===== config.mk =====
export PLATFORM = sky130hd
export DESIGN_NAME = circular_array_sequence
export DESIGN_NICKNAME = d
export VERILOG_FILES = /design/src/cas_pkg.sv /design/src/cas_store.sv /design/src/circular_array_sequence.sv
export VERILOG_INCLUDE_DIRS = /design/src /design/src/src
export SDC_FILE = /design/constraint.sdc
export NUM_CORES = 1
export LEC_CHECK = 0
export BUFFER_PORTS_ARGS = -buffer_cell sky130_fd_sc_hd__buf_2
export CAP_MARGIN = 20
export CORE_ASPECT_RATIO = 1.25
export CORE_MARGIN = 5
export CORE_UTILIZATION = 49
export DETAILED_ROUTE_END_ITERATION = 16
export PLACE_DENSITY = 0.64
export SYNTH_ARGS = -nofsm -noshare
export SYNTH_HDL_FRONTEND = slang
export SYNTH_SLANG_ARGS = --single-unit
export TNS_END_PERCENT = 5

===== constraint.sdc =====
create_clock -name clk -period 4.6 [get_ports clk]
set_input_delay 0.69 -clock clk [delete_from_list [all_inputs] [get_ports clk]]
set_output_delay 0.69 -clock clk [all_outputs]
set_load 0.01 [all_outputs]

===== src/circular_array_sequence_macros.svh =====
// Assertion macros for the circular array sequence block.
// Each check is sampled on the rising edge of clk and is off while rst_n is low.
`ifndef CIRCULAR_ARRAY_SEQUENCE_MACROS_SVH
`define CIRCULAR_ARRAY_SEQUENCE_MACROS_SVH

`ifndef SYNTHESIS
// The consequent must hold in the same cycle as the antecedent.
`define CAS_ASSERT(label, ante, cons, msg) \
  label: assert property (@(posedge clk) disable iff (!rst_n) (ante) |-> (cons)) \
    else $error(msg);
// The consequent must hold in the cycle after the antecedent.
`define CAS_ASSERT_NEXT(label, ante, cons, msg) \
  label: assert property (@(posedge clk) disable iff (!rst_n) (ante) |=> (cons)) \
    else $error(msg);
`else
`define CAS_ASSERT(label, ante, cons, msg)
`define CAS_ASSERT_NEXT(label, ante, cons, msg)
`endif

`endif


===== src/cas_pkg.sv =====
package cas_pkg;

  // Capacity of the list and the widths that follow from it.
  localparam int CAPACITY = 16;
  localparam int IDX_W    = $clog2(CAPACITY);
  localparam int CNT_W    = $clog2(CAPACITY + 1);

  // Field widths of the transactions.
  localparam int WORD_W = 32;
  localparam int OP_W   = 4;
  localparam int POS_W  = 4;
  localparam int ST_W   = 2;
  localparam int CNTF_W = 5;

  // Command codes.
  localparam logic [OP_W-1:0] OP_INSERT      = 4'd0;
  localparam logic [OP_W-1:0] OP_INS_FRONT   = 4'd1;
  localparam logic [OP_W-1:0] OP_INS_REAR    = 4'd2;
  localparam logic [OP_W-1:0] OP_ERASE       = 4'd3;
  localparam logic [OP_W-1:0] OP_ERASE_FRONT = 4'd4;
  localparam logic [OP_W-1:0] OP_ERASE_REAR  = 4'd5;
  localparam logic [OP_W-1:0] OP_CLEAR       = 4'd6;
  localparam logic [OP_W-1:0] OP_READ_AT     = 4'd7;
  localparam logic [OP_W-1:0] OP_READ_FRONT  = 4'd8;
  localparam logic [OP_W-1:0] OP_READ_REAR   = 4'd9;

  // Status codes.
  localparam logic [ST_W-1:0] ST_OK    = 2'd0;
  localparam logic [ST_W-1:0] ST_FULL  = 2'd1;
  localparam logic [ST_W-1:0] ST_EMPTY = 2'd2;
  localparam logic [ST_W-1:0] ST_RANGE = 2'd3;

  // One access to the element store: one write and one read per cycle.
  typedef struct packed {
    logic              we;
    logic [IDX_W-1:0]  waddr;
    logic [WORD_W-1:0] wdata;
    logic              re;
    logic [IDX_W-1:0]  raddr;
  } mem_req_t;

  // Physical slot of a logical index: (head + logical) mod CAPACITY.
  // The sum stays below twice the capacity, so one compare and subtract do.
  function automatic logic [IDX_W-1:0] slot_of(input logic [IDX_W-1:0] head,
                                               input logic [CNT_W-1:0] logical);
    logic [CNT_W:0] sum;
    sum = (CNT_W+1)'(head) + (CNT_W+1)'(logical);
    if (sum >= (CNT_W+1)'(CAPACITY)) begin
      sum = sum - (CNT_W+1)'(CAPACITY);
    end
    return sum[IDX_W-1:0];
  endfunction

endpackage


===== src/cas_store.sv =====
module cas_store
  import cas_pkg::*;
(
  input  logic              clk,
  input  mem_req_t          req,
  output logic [WORD_W-1:0] rdata
);

  logic [WORD_W-1:0] mem [CAPACITY];
  logic [WORD_W-1:0] rdata_r;

  // Write port.
  always_ff @(posedge clk) begin
    if (req.we) begin
      mem[req.waddr] <= req.wdata;
    end
  end

  // Registered read port.
  always_ff @(posedge clk) begin
    if (req.re) begin
      rdata_r <= mem[req.raddr];
    end
  end

  assign rdata = rdata_r;

endmodule


===== src/circular_array_sequence.sv =====
// Each command is accepted in S_IDLE and ends in S_OUT, where its result loads the output register.
// Clear, rejected and unused commands go straight to S_OUT; a read or front erase passes S_GRAB,
// a rear insert S_PUT; an indexed insert or erase moves elements one by one in S_MOVE and S_DRAIN.
// No new command is taken until its result is loaded, and a result waits in S_OUT while out_tready
// holds back the one before it.
// Reset (rst_n low, synchronous): list empty, head at slot 0, no result pending.
module circular_array_sequence
  import cas_pkg::*;
(
  input  logic        clk,
  input  logic        rst_n,
  input  logic        in_tvalid,
  output logic        in_tready,
  input  logic [39:0] in_tdata,   // opcode[3:0], position[7:4], data_word[39:8]
  output logic        out_tvalid,
  input  logic        out_tready,
  output logic [47:0] out_tdata   // read_word[31:0], status[33:32], element_count[38:34],
                                  // is_empty[39], is_full[40], zero[47:41]
);

`include "circular_array_sequence_macros.svh"

  // Sequencer states.
  localparam logic [2:0] S_IDLE  = 3'd0;
  localparam logic [2:0] S_GRAB  = 3'd1;
  localparam logic [2:0] S_MOVE  = 3'd2;
  localparam logic [2:0] S_DRAIN = 3'd3;
  localparam logic [2:0] S_PUT   = 3'd4;
  localparam logic [2:0] S_OUT   = 3'd5;

  logic [2:0]        state_r, state_nxt;
  logic [IDX_W-1:0]  head_r, head_nxt;
  logic [CNT_W-1:0]  count_r, count_nxt;
  logic              ins_r, ins_nxt;
  logic              move_r, move_nxt;
  logic [CNT_W-1:0]  pos_r, pos_nxt;
  logic [WORD_W-1:0] word_r, word_nxt;
  logic [CNT_W-1:0]  src_r, src_nxt;
  logic [CNT_W-1:0]  stop_r, stop_nxt;
  logic              pend_r, pend_nxt;
  logic [IDX_W-1:0]  pend_slot_r, pend_slot_nxt;
  logic [WORD_W-1:0] res_word_r, res_word_nxt;
  logic [ST_W-1:0]   res_st_r, res_st_nxt;
  logic              out_valid_r, out_valid_nxt;
  logic [WORD_W-1:0] out_word_r, out_word_nxt;
  logic [ST_W-1:0]   out_st_r, out_st_nxt;
  logic [CNTF_W-1:0] out_cnt_r, out_cnt_nxt;

  logic [OP_W-1:0]   op;
  logic [CNT_W-1:0]  pos_in;
  logic [WORD_W-1:0] word_in;
  logic [CNT_W-1:0]  last_idx;
  logic [CNT_W-1:0]  ins_pos;
  logic [CNT_W-1:0]  tgt;
  logic [CNT_W:0]    tgt_plus;
  logic [CNT_W-1:0]  dst;
  logic              accept;
  logic              out_load;
  mem_req_t          req;
  logic [WORD_W-1:0] rdata;

  cas_store u_store (
    .clk   (clk),
    .req   (req),
    .rdata (rdata)
  );

  // Fields of the incoming transaction.
  assign op      = in_tdata[3:0];
  assign pos_in  = CNT_W'(in_tdata[7:4]);
  assign word_in = in_tdata[39:8];

  assign in_tready = (state_r == S_IDLE);
  assign accept    = in_tvalid && in_tready;
  assign out_load  = (state_r == S_OUT) && (!out_valid_r || out_tready);

  // Target indexes of the command.
  always_comb begin
    last_idx = (count_r == '0) ? '0 : count_r - CNT_W'(1);
    case (op)
      OP_INS_FRONT: ins_pos = '0;
      OP_INS_REAR:  ins_pos = count_r;
      default:      ins_pos = pos_in;
    endcase
    case (op)
      OP_ERASE_FRONT, OP_READ_FRONT: tgt = '0;
      OP_ERASE_REAR, OP_READ_REAR:   tgt = last_idx;
      default:                       tgt = pos_in;
    endcase
    tgt_plus = (CNT_W+1)'(tgt) + (CNT_W+1)'(1);
    dst      = ins_r ? src_r + CNT_W'(1) : src_r - CNT_W'(1);
  end

  // Sequencer and store accesses.
  always_comb begin
    state_nxt     = state_r;
    head_nxt      = head_r;
    count_nxt     = count_r;
    ins_nxt       = ins_r;
    move_nxt      = move_r;
    pos_nxt       = pos_r;
    word_nxt      = word_r;
    src_nxt       = src_r;
    stop_nxt      = stop_r;
    pend_nxt      = pend_r;
    pend_slot_nxt = pend_slot_r;
    res_word_nxt  = res_word_r;
    res_st_nxt    = res_st_r;
    req           = '0;

    case (state_r)
      S_IDLE: begin
        // The read of the target slot goes out at accept; it is harmless otherwise.
        req.re    = 1'b1;
        req.raddr = slot_of(head_r, tgt);
        if (accept) begin
          res_word_nxt = '0;
          res_st_nxt   = ST_OK;
          pos_nxt      = ins_pos;
          word_nxt     = word_in;
          pend_nxt     = 1'b0;
          move_nxt     = 1'b0;
          state_nxt    = S_OUT;
          if (op inside {OP_INSERT, OP_INS_FRONT, OP_INS_REAR}) begin
            ins_nxt = 1'b1;
            if (count_r >= CNT_W'(CAPACITY)) begin
              res_st_nxt = ST_FULL;
            end else if (ins_pos > count_r) begin
              res_st_nxt = ST_RANGE;
            end else begin
              count_nxt = count_r + CNT_W'(1);
              if (ins_pos == count_r) begin
                state_nxt = S_PUT;
              end else begin
                src_nxt   = count_r - CNT_W'(1);
                stop_nxt  = ins_pos;
                state_nxt = S_MOVE;
              end
            end
          end else if (op inside {OP_ERASE, OP_ERASE_FRONT, OP_ERASE_REAR,
                                  OP_READ_AT, OP_READ_FRONT, OP_READ_REAR}) begin
            ins_nxt = 1'b0;
            if (count_r == '0) begin
              res_st_nxt = ST_EMPTY;
            end else if (tgt >= count_r) begin
              res_st_nxt = ST_RANGE;
            end else begin
              state_nxt = S_GRAB;
              if (op inside {OP_ERASE, OP_ERASE_FRONT, OP_ERASE_REAR}) begin
                count_nxt = count_r - CNT_W'(1);
                if (tgt == '0) begin
                  // Front erase just advances the head.
                  head_nxt = slot_of(head_r, CNT_W'(1));
                end else if (tgt_plus < (CNT_W+1)'(count_r)) begin
                  move_nxt = 1'b1;
                  src_nxt  = tgt_plus[CNT_W-1:0];
                  stop_nxt = count_r - CNT_W'(1);
                end
              end
            end
          end else if (op == OP_CLEAR) begin
            count_nxt = '0;
          end
        end
      end

      S_GRAB: begin
        res_word_nxt = rdata;
        state_nxt    = move_r ? S_MOVE : S_OUT;
      end

      S_MOVE: begin
        // Read the next source while writing the one fetched last cycle.
        req.re        = 1'b1;
        req.raddr     = slot_of(head_r, src_r);
        req.we        = pend_r;
        req.waddr     = pend_slot_r;
        req.wdata     = rdata;
        pend_nxt      = 1'b1;
        pend_slot_nxt = slot_of(head_r, dst);
        if (src_r == stop_r) begin
          state_nxt = S_DRAIN;
        end else begin
          src_nxt = ins_r ? src_r - CNT_W'(1) : src_r + CNT_W'(1);
        end
      end

      S_DRAIN: begin
        req.we    = pend_r;
        req.waddr = pend_slot_r;
        req.wdata = rdata;
        pend_nxt  = 1'b0;
        state_nxt = ins_r ? S_PUT : S_OUT;
      end

      S_PUT: begin
        req.we    = 1'b1;
        req.waddr = slot_of(head_r, pos_r);
        req.wdata = word_r;
        state_nxt = S_OUT;
      end

      S_OUT: begin
        if (out_load) begin
          state_nxt = S_IDLE;
        end
      end

      default: begin
        state_nxt = S_IDLE;
      end
    endcase
  end

  // Output register: holds a result until the downstream side takes it.
  always_comb begin
    out_valid_nxt = out_valid_r && !out_tready;
    out_word_nxt  = out_word_r;
    out_st_nxt    = out_st_r;
    out_cnt_nxt   = out_cnt_r;
    if (out_load) begin
      out_valid_nxt = 1'b1;
      out_word_nxt  = res_word_r;
      out_st_nxt    = res_st_r;
      out_cnt_nxt   = CNTF_W'(count_r);
    end
  end

  always_ff @(posedge clk) begin
    if (!rst_n) begin
      state_r     <= S_IDLE;
      head_r      <= '0;
      count_r     <= '0;
      pend_r      <= 1'b0;
      out_valid_r <= 1'b0;
    end else begin
      state_r     <= state_nxt;
      head_r      <= head_nxt;
      count_r     <= count_nxt;
      pend_r      <= pend_nxt;
      out_valid_r <= out_valid_nxt;
    end
  end

  always_ff @(posedge clk) begin
    ins_r       <= ins_nxt;
    move_r      <= move_nxt;
    pos_r       <= pos_nxt;
    word_r      <= word_nxt;
    src_r       <= src_nxt;
    stop_r      <= stop_nxt;
    pend_slot_r <= pend_slot_nxt;
    res_word_r  <= res_word_nxt;
    res_st_r    <= res_st_nxt;
    out_word_r  <= out_word_nxt;
    out_st_r    <= out_st_nxt;
    out_cnt_r   <= out_cnt_nxt;
  end

  // Pack the result transaction.
  assign out_tvalid = out_valid_r;
  assign out_tdata  = {7'd0,
                       (out_cnt_r == CNTF_W'(CAPACITY)),
                       (out_cnt_r == '0),
                       out_cnt_r,
                       out_st_r,
                       out_word_r};

  // Checks on the sequencer and the list bookkeeping.
  `CAS_ASSERT(a_count_bound, 1'b1, count_r <= CNT_W'(CAPACITY), "count above capacity")
  `CAS_ASSERT_NEXT(a_busy_after_accept, accept, !in_tready, "accepted while busy")
  `CAS_ASSERT(a_full_status, out_valid_r && (out_st_r == ST_FULL), out_tdata[40], "full flag low")

endmodule


### Yosys cells after proc, flatten, opt, wreduce, memory -nomap -nowiden

Memory sizes are Yosys's and may differ from the RTL's. A register that Yosys moved wholly into a read port is not among the register bits.
Cells that the tools add are included.
Widths: inputs -> output; s select.

| storage, ports and cells | value |
|---|---|
| register bits after elaboration | 140 |
| bits in latches | 0 |
| RAM bits | 512 |
| ROM bits | 0 |
| output and inout port bits | 50 |
| logic and storage cells | 191 |
| memories | 1 |

| operators by class | value |
|---|---|
| $add $sub $neg | 15 |
| multiply operators | 0 |
| divide/modulo/power cells | 0 |
| $lt $le $gt $ge | 9 |
| eq/ne operators | 39 |
| shift-type cells | 0 |
| multiplexer cells | 71 |
| bitwise logic cells | 5 |
| reductions and logical operators | 34 |

Memory list:

| memory | depth | bits a word | read ports | clocked after Yosys merged registers in | write ports | line | text |
|---|---|---|---|---|---|---|---|
| u_store.mem | 16 | 32 | 1 | 1 | 1 | cas_store.sv:9 | `logic [WORD_W-1:0] mem [CAPACITY];` |

Operators with widths:

| kind | count |
|---|---|
| $mux 5 | 33 |
| $pmux 37 s2 | 1 |
| $pmux 32 s2 | 1 |
| $pmux 5 s2 | 4 |
| $mux 3 | 11 |
| $mux 32 | 1 |
| $add 4x5->6 | 4 |
| $ge 6x5->1 const B | 4 |
| $ne 3x3->1 const B | 8 |
| $mux 4 | 5 |
| $sub 4x1->4 const B | 5 |
| $ne 2x2->1 const B | 9 |
| $pmux 3 s6 | 1 |
| $eq 4x3->1 const B | 4 |
| $reduce_and 8->1 | 2 |
| $logic_not 5->1 | 3 |
| $mux 2 | 6 |
| $reduce_and 12->1 | 1 |
| $reduce_bool 3->1 | 4 |
| $reduce_and 11->1 | 1 |
| $add 5x1->5 const B | 2 |
| $eq 5x5->1 | 2 |
| $ge 5x5->1 const B | 2 |
| $reduce_bool 2->1 | 5 |
| other kinds (29) | 54 |

### Longest topological paths before layout

| logic depth | value |
|---|---|
| word-level depth | 14 |
| depth in mapped cells | 20 |
| gate-level depth less buffers | 16 |

### Hierarchy

Synthesis repeated with hierarchy kept, for this count alone.

| second synthesis, totals | value |
|---|---|
| cells, all modules | 1415 |
| area total of the unflattened synthesis | 27222.4 µm² |

By module, submodules not included:

| module | instances | cells each | area each (µm²) | seq. area each (µm²) |
|---|---|---|---|---|
| cas_store | 1 | 838 | 20155.6 | 16335.7 |
| circular_array_sequence | 1 | 577 | 7066.8 | 4033.9 |

### Worst setup path after synthesis

OpenSTA, ideal clock, no wires.

| timing | value |
|---|---|
| kind | reg-to-reg |
| start | reg count_r[0] |
| end | reg stop_r[0], enable pin |
| setup time | 0.398 ns |
| arrival | 4.220 ns |
| data required time | 4.202 ns |
| path slack | -0.018 ns |
| cell stages (with the launch flop) | 19 |
| buffers on the path | 2 |
| clock period less this slack | 4.618 ns |
| cells stage by stage | dfxtp_1 -> clkbuf_1 -> inv_1 -> ha_1 -> buf_2 -> nor4b_4 -> nand4b_4 -> nor2_1 -> a21oi_1 -> inv_1 -> ha_1 -> ha_1 -> nor2b_1 -> o21a_1 -> o21a_1 -> o21ai_0 -> nand4_1 -> a21boi_0 -> a2111oi_0 |

| on the way | value |
|---|---|
| longest elaborated chain between the ends | 7 |

Ends and longest elaborated chain:

| element | line | text |
|---|---|---|
| start, declared | circular_array_sequence.sv:33 | `logic [CNT_W-1:0] count_r, count_nxt;` |
| start signal, assigned | circular_array_sequence.sv:239 | `count_r <= count_nxt;` |
| $sub 5x1->5 or $logic_not 5->1 (tied branches) | circular_array_sequence.sv:79, circular_array_sequence.sv:143 |  |
| $mux 5 | circular_array_sequence.sv:79 | `last_idx = (count_r == '0) ? '0 : count_r - CNT_W'(1);` |
| $pmux 5 s2 | circular_array_sequence.sv:85 | `case (op)` |
| $add 5x1->6 | circular_array_sequence.sv:90 | `tgt_plus = (CNT_W+1)'(tgt) + (CNT_W+1)'(1);` |
| $lt 6x5->1 | circular_array_sequence.sv:154 | `end else if (tgt_plus < (CNT_W+1)'(count_r)) begin` |
| $reduce_bool 2->1 (no source line) | n/a |  |
| $reduce_and 11->1 (no source line) (*) | n/a |  |
| end signal, assigned | circular_array_sequence.sv:251 | `stop_r <= stop_nxt;` |
| end, declared | circular_array_sequence.sv:39 | `logic [CNT_W-1:0] stop_r, stop_nxt;` |

Every way passes the cells marked *; elsewhere a longest branch is shown, timed or not.
A chain may end at the register's enable or synchronous reset.

### Worst setup path after layout

| timing | value |
|---|---|
| start | reg count_r[1] |
| end | reg stop_r[2], enable pin |

Same word-level chain as after synthesis.

==> run summary <==
The tools report the global-route wire length before repair as 106.4 mm. The worst hold path begins at in_tdata[27]. The mean cell area of the mapped netlist is 15.22 um2, and the maximum achievable frequency is 0.2390 GHz. Count of nets after finishing: 2067. Along the worst path, the maximum fanout reaches 5. The logs give 2677 for the cell total after placement and 1 for the initial antenna violation count. In the final timing run, aggregate negative setup slack is 0 ps. The starting density of the core was 49.37%.

Power comes to 0.02007 W. The tools report the final setup violation count as 0. The die area was 63630 um2.

For the fill cell total of the finished layout, the log shows 4546. In the global route stage, overall resource usage came out at 22.35%. For this design the ratio of total power to cell area is 614.3 nW/um2. The insertion delay of the later-clocked pin in the worst-skew pair is 600 ps. Compared with the post-synthesis result, the final layout area differs by 13.65%.

Once layout is complete, the cells apart from fillers number 2799. The tools report the maximum count of clock buffers along a single path as 3. STA classifies the critical path endpoint as a register. The detailed router placed 16728 vias in this run.

The final antenna diode count came out at 0. The worst setup path is launched from a register. The largest individual stage delay along the critical path comes from the cell a2111oi_1.

In this run, synthesis inferred 669 flip-flops with an integrated enable. The cell depth of the worst min-delay path is 1. Required time reported for the critical path endpoint: 4900 ps. Summed over all instances, the cell type with the most area after synthesis is edfxtp_1. The area share of the largest cell type after synthesis came out at 69.89%. Cells fill 56.11% of the core in the end. The logs give 0 for the total count of hold-check failures in the final report and 0.0005403 V for the peak supply drop.

At the end of routability-driven placement, the weighted congestion stood at 0.8773. For the largest net degree at the start of global routing, the log shows 86. Walking the worst path, the cells encountered are inv_1 -> ha_1 -> nor4b_4 -> buf_4 -> nand4b_4 -> nor2_1 -> a21oi_2 -> inv_1 -> ha_1 -> xor2_1 -> ha_1 -> o21a_1 -> o21a_1 -> o21ai_0 -> nand4_1 -> a21boi_0 -> a2111oi_1 -> buf_4. For this run, asynchronously set or reset flops after synthesis account for 0%.

The logs give 28740 um2 for the summed instance area of the synthesized netlist and 68 for the clock buffer count from CTS. Detailed placement ended at an HPWL of 42.53 mm. Once detail routing completed, the nets flagged for antenna violations numbered 0.

The starting DRC count in detailed routing is 1731. The run finished with clean final reports. Worst endpoint data arrival time: 4490 ps. For this run, the leading register cell type out of synthesis is edfxtp_1. The tools report the CTS sink count as 683.

Setup repair after global routing left no endpoint under its margin. For this run, the slowest stage of the critical path takes 400 ps. Mean number of vias per cell: 5.976. The family of cells with the greatest summed delay on the critical path was compound AO/OA/AOI/OAI gates.

Reg-to-reg endpoint: stop_r[2]$_DFFE_PP_. CTS placed an instance of clkbuf_16 at the clock tree root. The relative slew slack was 30.85%.

In this run, distinct cell masters in the synthesized netlist total 70. The flip-flop and latch count after synthesis is 683. The worst hold path belongs to the class in2reg. The worst hold path endpoint is word_r[19]$_DFFE_PP_.

The transition time of the tightest slew-check pin is 1037 ps. Sorting the synthesized cells by area gives the leading types as edfxtp_1 (70%), a211oi_2 (2.6%), mux4_2 (2.6%). The minimum setup slack in the final design was 416.5 ps.

In this run the vertical extent of the chip is 280.8 um. The launch instance of the worst register-to-register path is count_r[1]$_SDFFE_PN0P_. Sequential cells were found to cover 70.87% of the synthesized design area.

The run gives 71.68 mm as the total detailed-routing wirelength. Summed over all cells, the static leakage comes to 11.10 nW. The number of buffers and inverters on the critical path came out at 4. The H-tree was split into 3 levels. Measured along the x axis, the die boundary spans 226.6 um. The share of post-route cells with drive strength above 1 came out at 20.96%. The logs give 18.98 ps for the worst clock skew on the final layout and 16687 for the via count of the first global-routing pass.

In this run the register-to-register setup slack is 420 ps. The clock-pin transition on the worst setup and hold timing paths is 60 ps, and the area of the placeable core is 58220 um2. Yosys printed 0 warnings. The logs give 0 for the overflow left after global routing and 5 for the number of detailed-route iterations in the first pass. The cell that appears most often on the critical path is ha_1.

The run gives 99 as the cell row count. Dividing the detail-routed wire length by the instance count gives 25.61 um. The worst setup timing slack at the placement stage came out at 113.9 ps. For the count of mapped cells out of synthesis, the log shows 1888.

The max-cap violation count came out at 0. The worst path uses 90.95% of the clock period. The tools report the number of I/O pins as 94.

For the total DRC errors in the routed layout, the log shows 0. The number of I/O port buffers is 86. The buffers inserted during post-CTS setup optimization was 0. The final number of max-transition violations came out at 0. The critical path is of the reg2reg type. TritonCTS built the clock tree. The cell count of the worst reg-to-reg path is 18, and the clock period minus final worst setup slack is 4184 ps.
area by class of cell:
type | instances | area (um2) | share of cell area, %
tap | 757 | 947.2 | 2.900
timing repair buffer | 166 | 1306 | 3.999
inverter | 23 | 88.84 | 0.2720
multi-input combinational | 1049 | 7856 | 24.05
clock buffer | 87 | 1794 | 5.493
sequential | 683 | 20370 | 62.36
clock inverter | 34 | 302.8 | 0.9270
cells by family (layout without fill, tap and decap cells):
family                   count (synthesis)  count (layout)  share of synthesized area, %
AO/OA/AOI/OAI                          468             468                         11.92
XOR/XNOR                                29              29                        0.9490
adder cells (fa/ha/maj)                 32              32                         1.471
buffers and inverters                  162             310                         2.538
flip-flops                             683             683                         70.87
multiplexers                           136             136                         6.321
other                                    1               7                       0.01305
AND/OR/NAND/NOR                        377             377                         5.916
worst reg2reg max path: stages (launching register included):
cell       delay [ps]
dfxtp_1           310
inv_1             170
ha_1              210
nor4b_4           220
buf_4             190
nand4b_4          160
nor2_1             60
a21oi_2           210
inv_1             100
ha_1              220
xor2_1            300
ha_1              290
o21a_1            100
o21a_1            160
o21ai_0           210
nand4_1           180
a21boi_0          160
a2111oi_1         400
buf_4             220
Yosys cell counts (4+ instances only):
library cell	count
and2_1	37
a211oi_2	60
mux4_2	33
inv_1	21
mux2i_1	69
nor2b_1	9
o22ai_1	67
xor2_1	10
nand4_1	5
a21oi_1	28
a21o_1	6
buf_6	9
a22oi_1	42
a22o_1	35
or3_1	4
buf_4	8
and3_1	5
mux2_2	34
clkbuf_1	83
ha_1	29
o21a_1	5
xnor2_1	18
buf_1	20
a21boi_0	4
nor3_1	10
edfxtp_1	669
dfxtp_1	14
o211ai_1	65
a211oi_1	9
nand3_1	6
nor2_1	150
nand2_1	132
buf_2	19
o21ai_0	120
power breakdown:
group / switching (W) / total, W / internal (W) / leakage [nW]
clock: 0.00229 / 0.00529 / 0.00300 / 1.02
combinational: 0.00397 / 0.00609 / 0.00211 / 3.75
sequential: 0.000372 / 0.00869 / 0.00832 / 6.33
total: 0.00663 / 0.0201 / 0.0134 / 11.1
worst max path at each step:
| stage | startpoint | depth (start not counted) | slack, ps | to |
|---|---|---|---|---|
| floorplan | count_r[0]$_SDFFE_PN0P_ | 18 | 200 | stop_r[0]$_DFFE_PP_ |
| global placement | in_tdata[1] | 13 | 180 | src_r[1]$_DFFE_PP_ |
| detailed placement | in_tdata[1] | 13 | 110 | src_r[1]$_DFFE_PP_ |
| CTS | count_r[1]$_SDFFE_PN0P_ | 17 | 180 | src_r[2]$_DFFE_PP_ |
| global route | count_r[1]$_SDFFE_PN0P_ | 18 | 120 | stop_r[3]$_DFFE_PP_ |
| finish | count_r[1]$_SDFFE_PN0P_ | 18 | 420 | stop_r[2]$_DFFE_PP_ |
flip-flops by register name, indices dropped and copies added (netlist names), 2 cells and up:
register and cells:
pend_slot_r 4, out_st_r 2, word_r 32, src_r 5, count_r 5, out_cnt_r 5, state_r 3, res_st_r 2
res_word_r 32, out_word_r 32, pos_r 4, u_store.rdata 32, u_store.mem 512, head_r 4, stop_r 5
placed cells by master (no fill, tap or decap), drive strengths merged, types with 7 or more instances in the layout:
| master | count |
|---|---|
| edfxtp | 669 |
| buf | 166 |
| nor2 | 151 |
| nand2 | 133 |
| o21ai | 123 |
| clkbuf | 87 |
| mux2i | 69 |
| a211oi | 69 |
| o22ai | 67 |
| o211ai | 65 |
| a22oi | 42 |
| and2 | 37 |
| a22o | 35 |
| mux2 | 34 |
| mux4 | 33 |
| ha | 29 |
| a21oi | 28 |
| inv | 26 |
| clkinv | 24 |
| xnor2 | 18 |
| dfxtp | 14 |
| xor2 | 11 |
| nor3 | 11 |
| nor2b | 9 |
| conb | 7 |
metal layers:
layer,global-route usage [%],up-vias,wire (um)
met2,37.43,641,35830
met5,0,-,0
met1,30.02,8444,28990
met3,3.448,109,4794
li1,-,7534,-
met4,7.777,0,2069
stage by stage:
step / hold WS (ps) / area [um2]
global placement: 401.5 / 30540
global route: 238.5 / 32670
floorplan: 400.3 / 28770
detailed placement: 404.5 / 30540
finish: 258.7 / 32670
CTS: 223.9 / 32640
repair_timing:
action	CTS	global route
gates resized for setup	0	2
setup endpoints to repair	0	7
hold buffers	0	0
endpoints found under the hold margin	0	0
No activity file was read; power rests on OpenSTA's default activity.
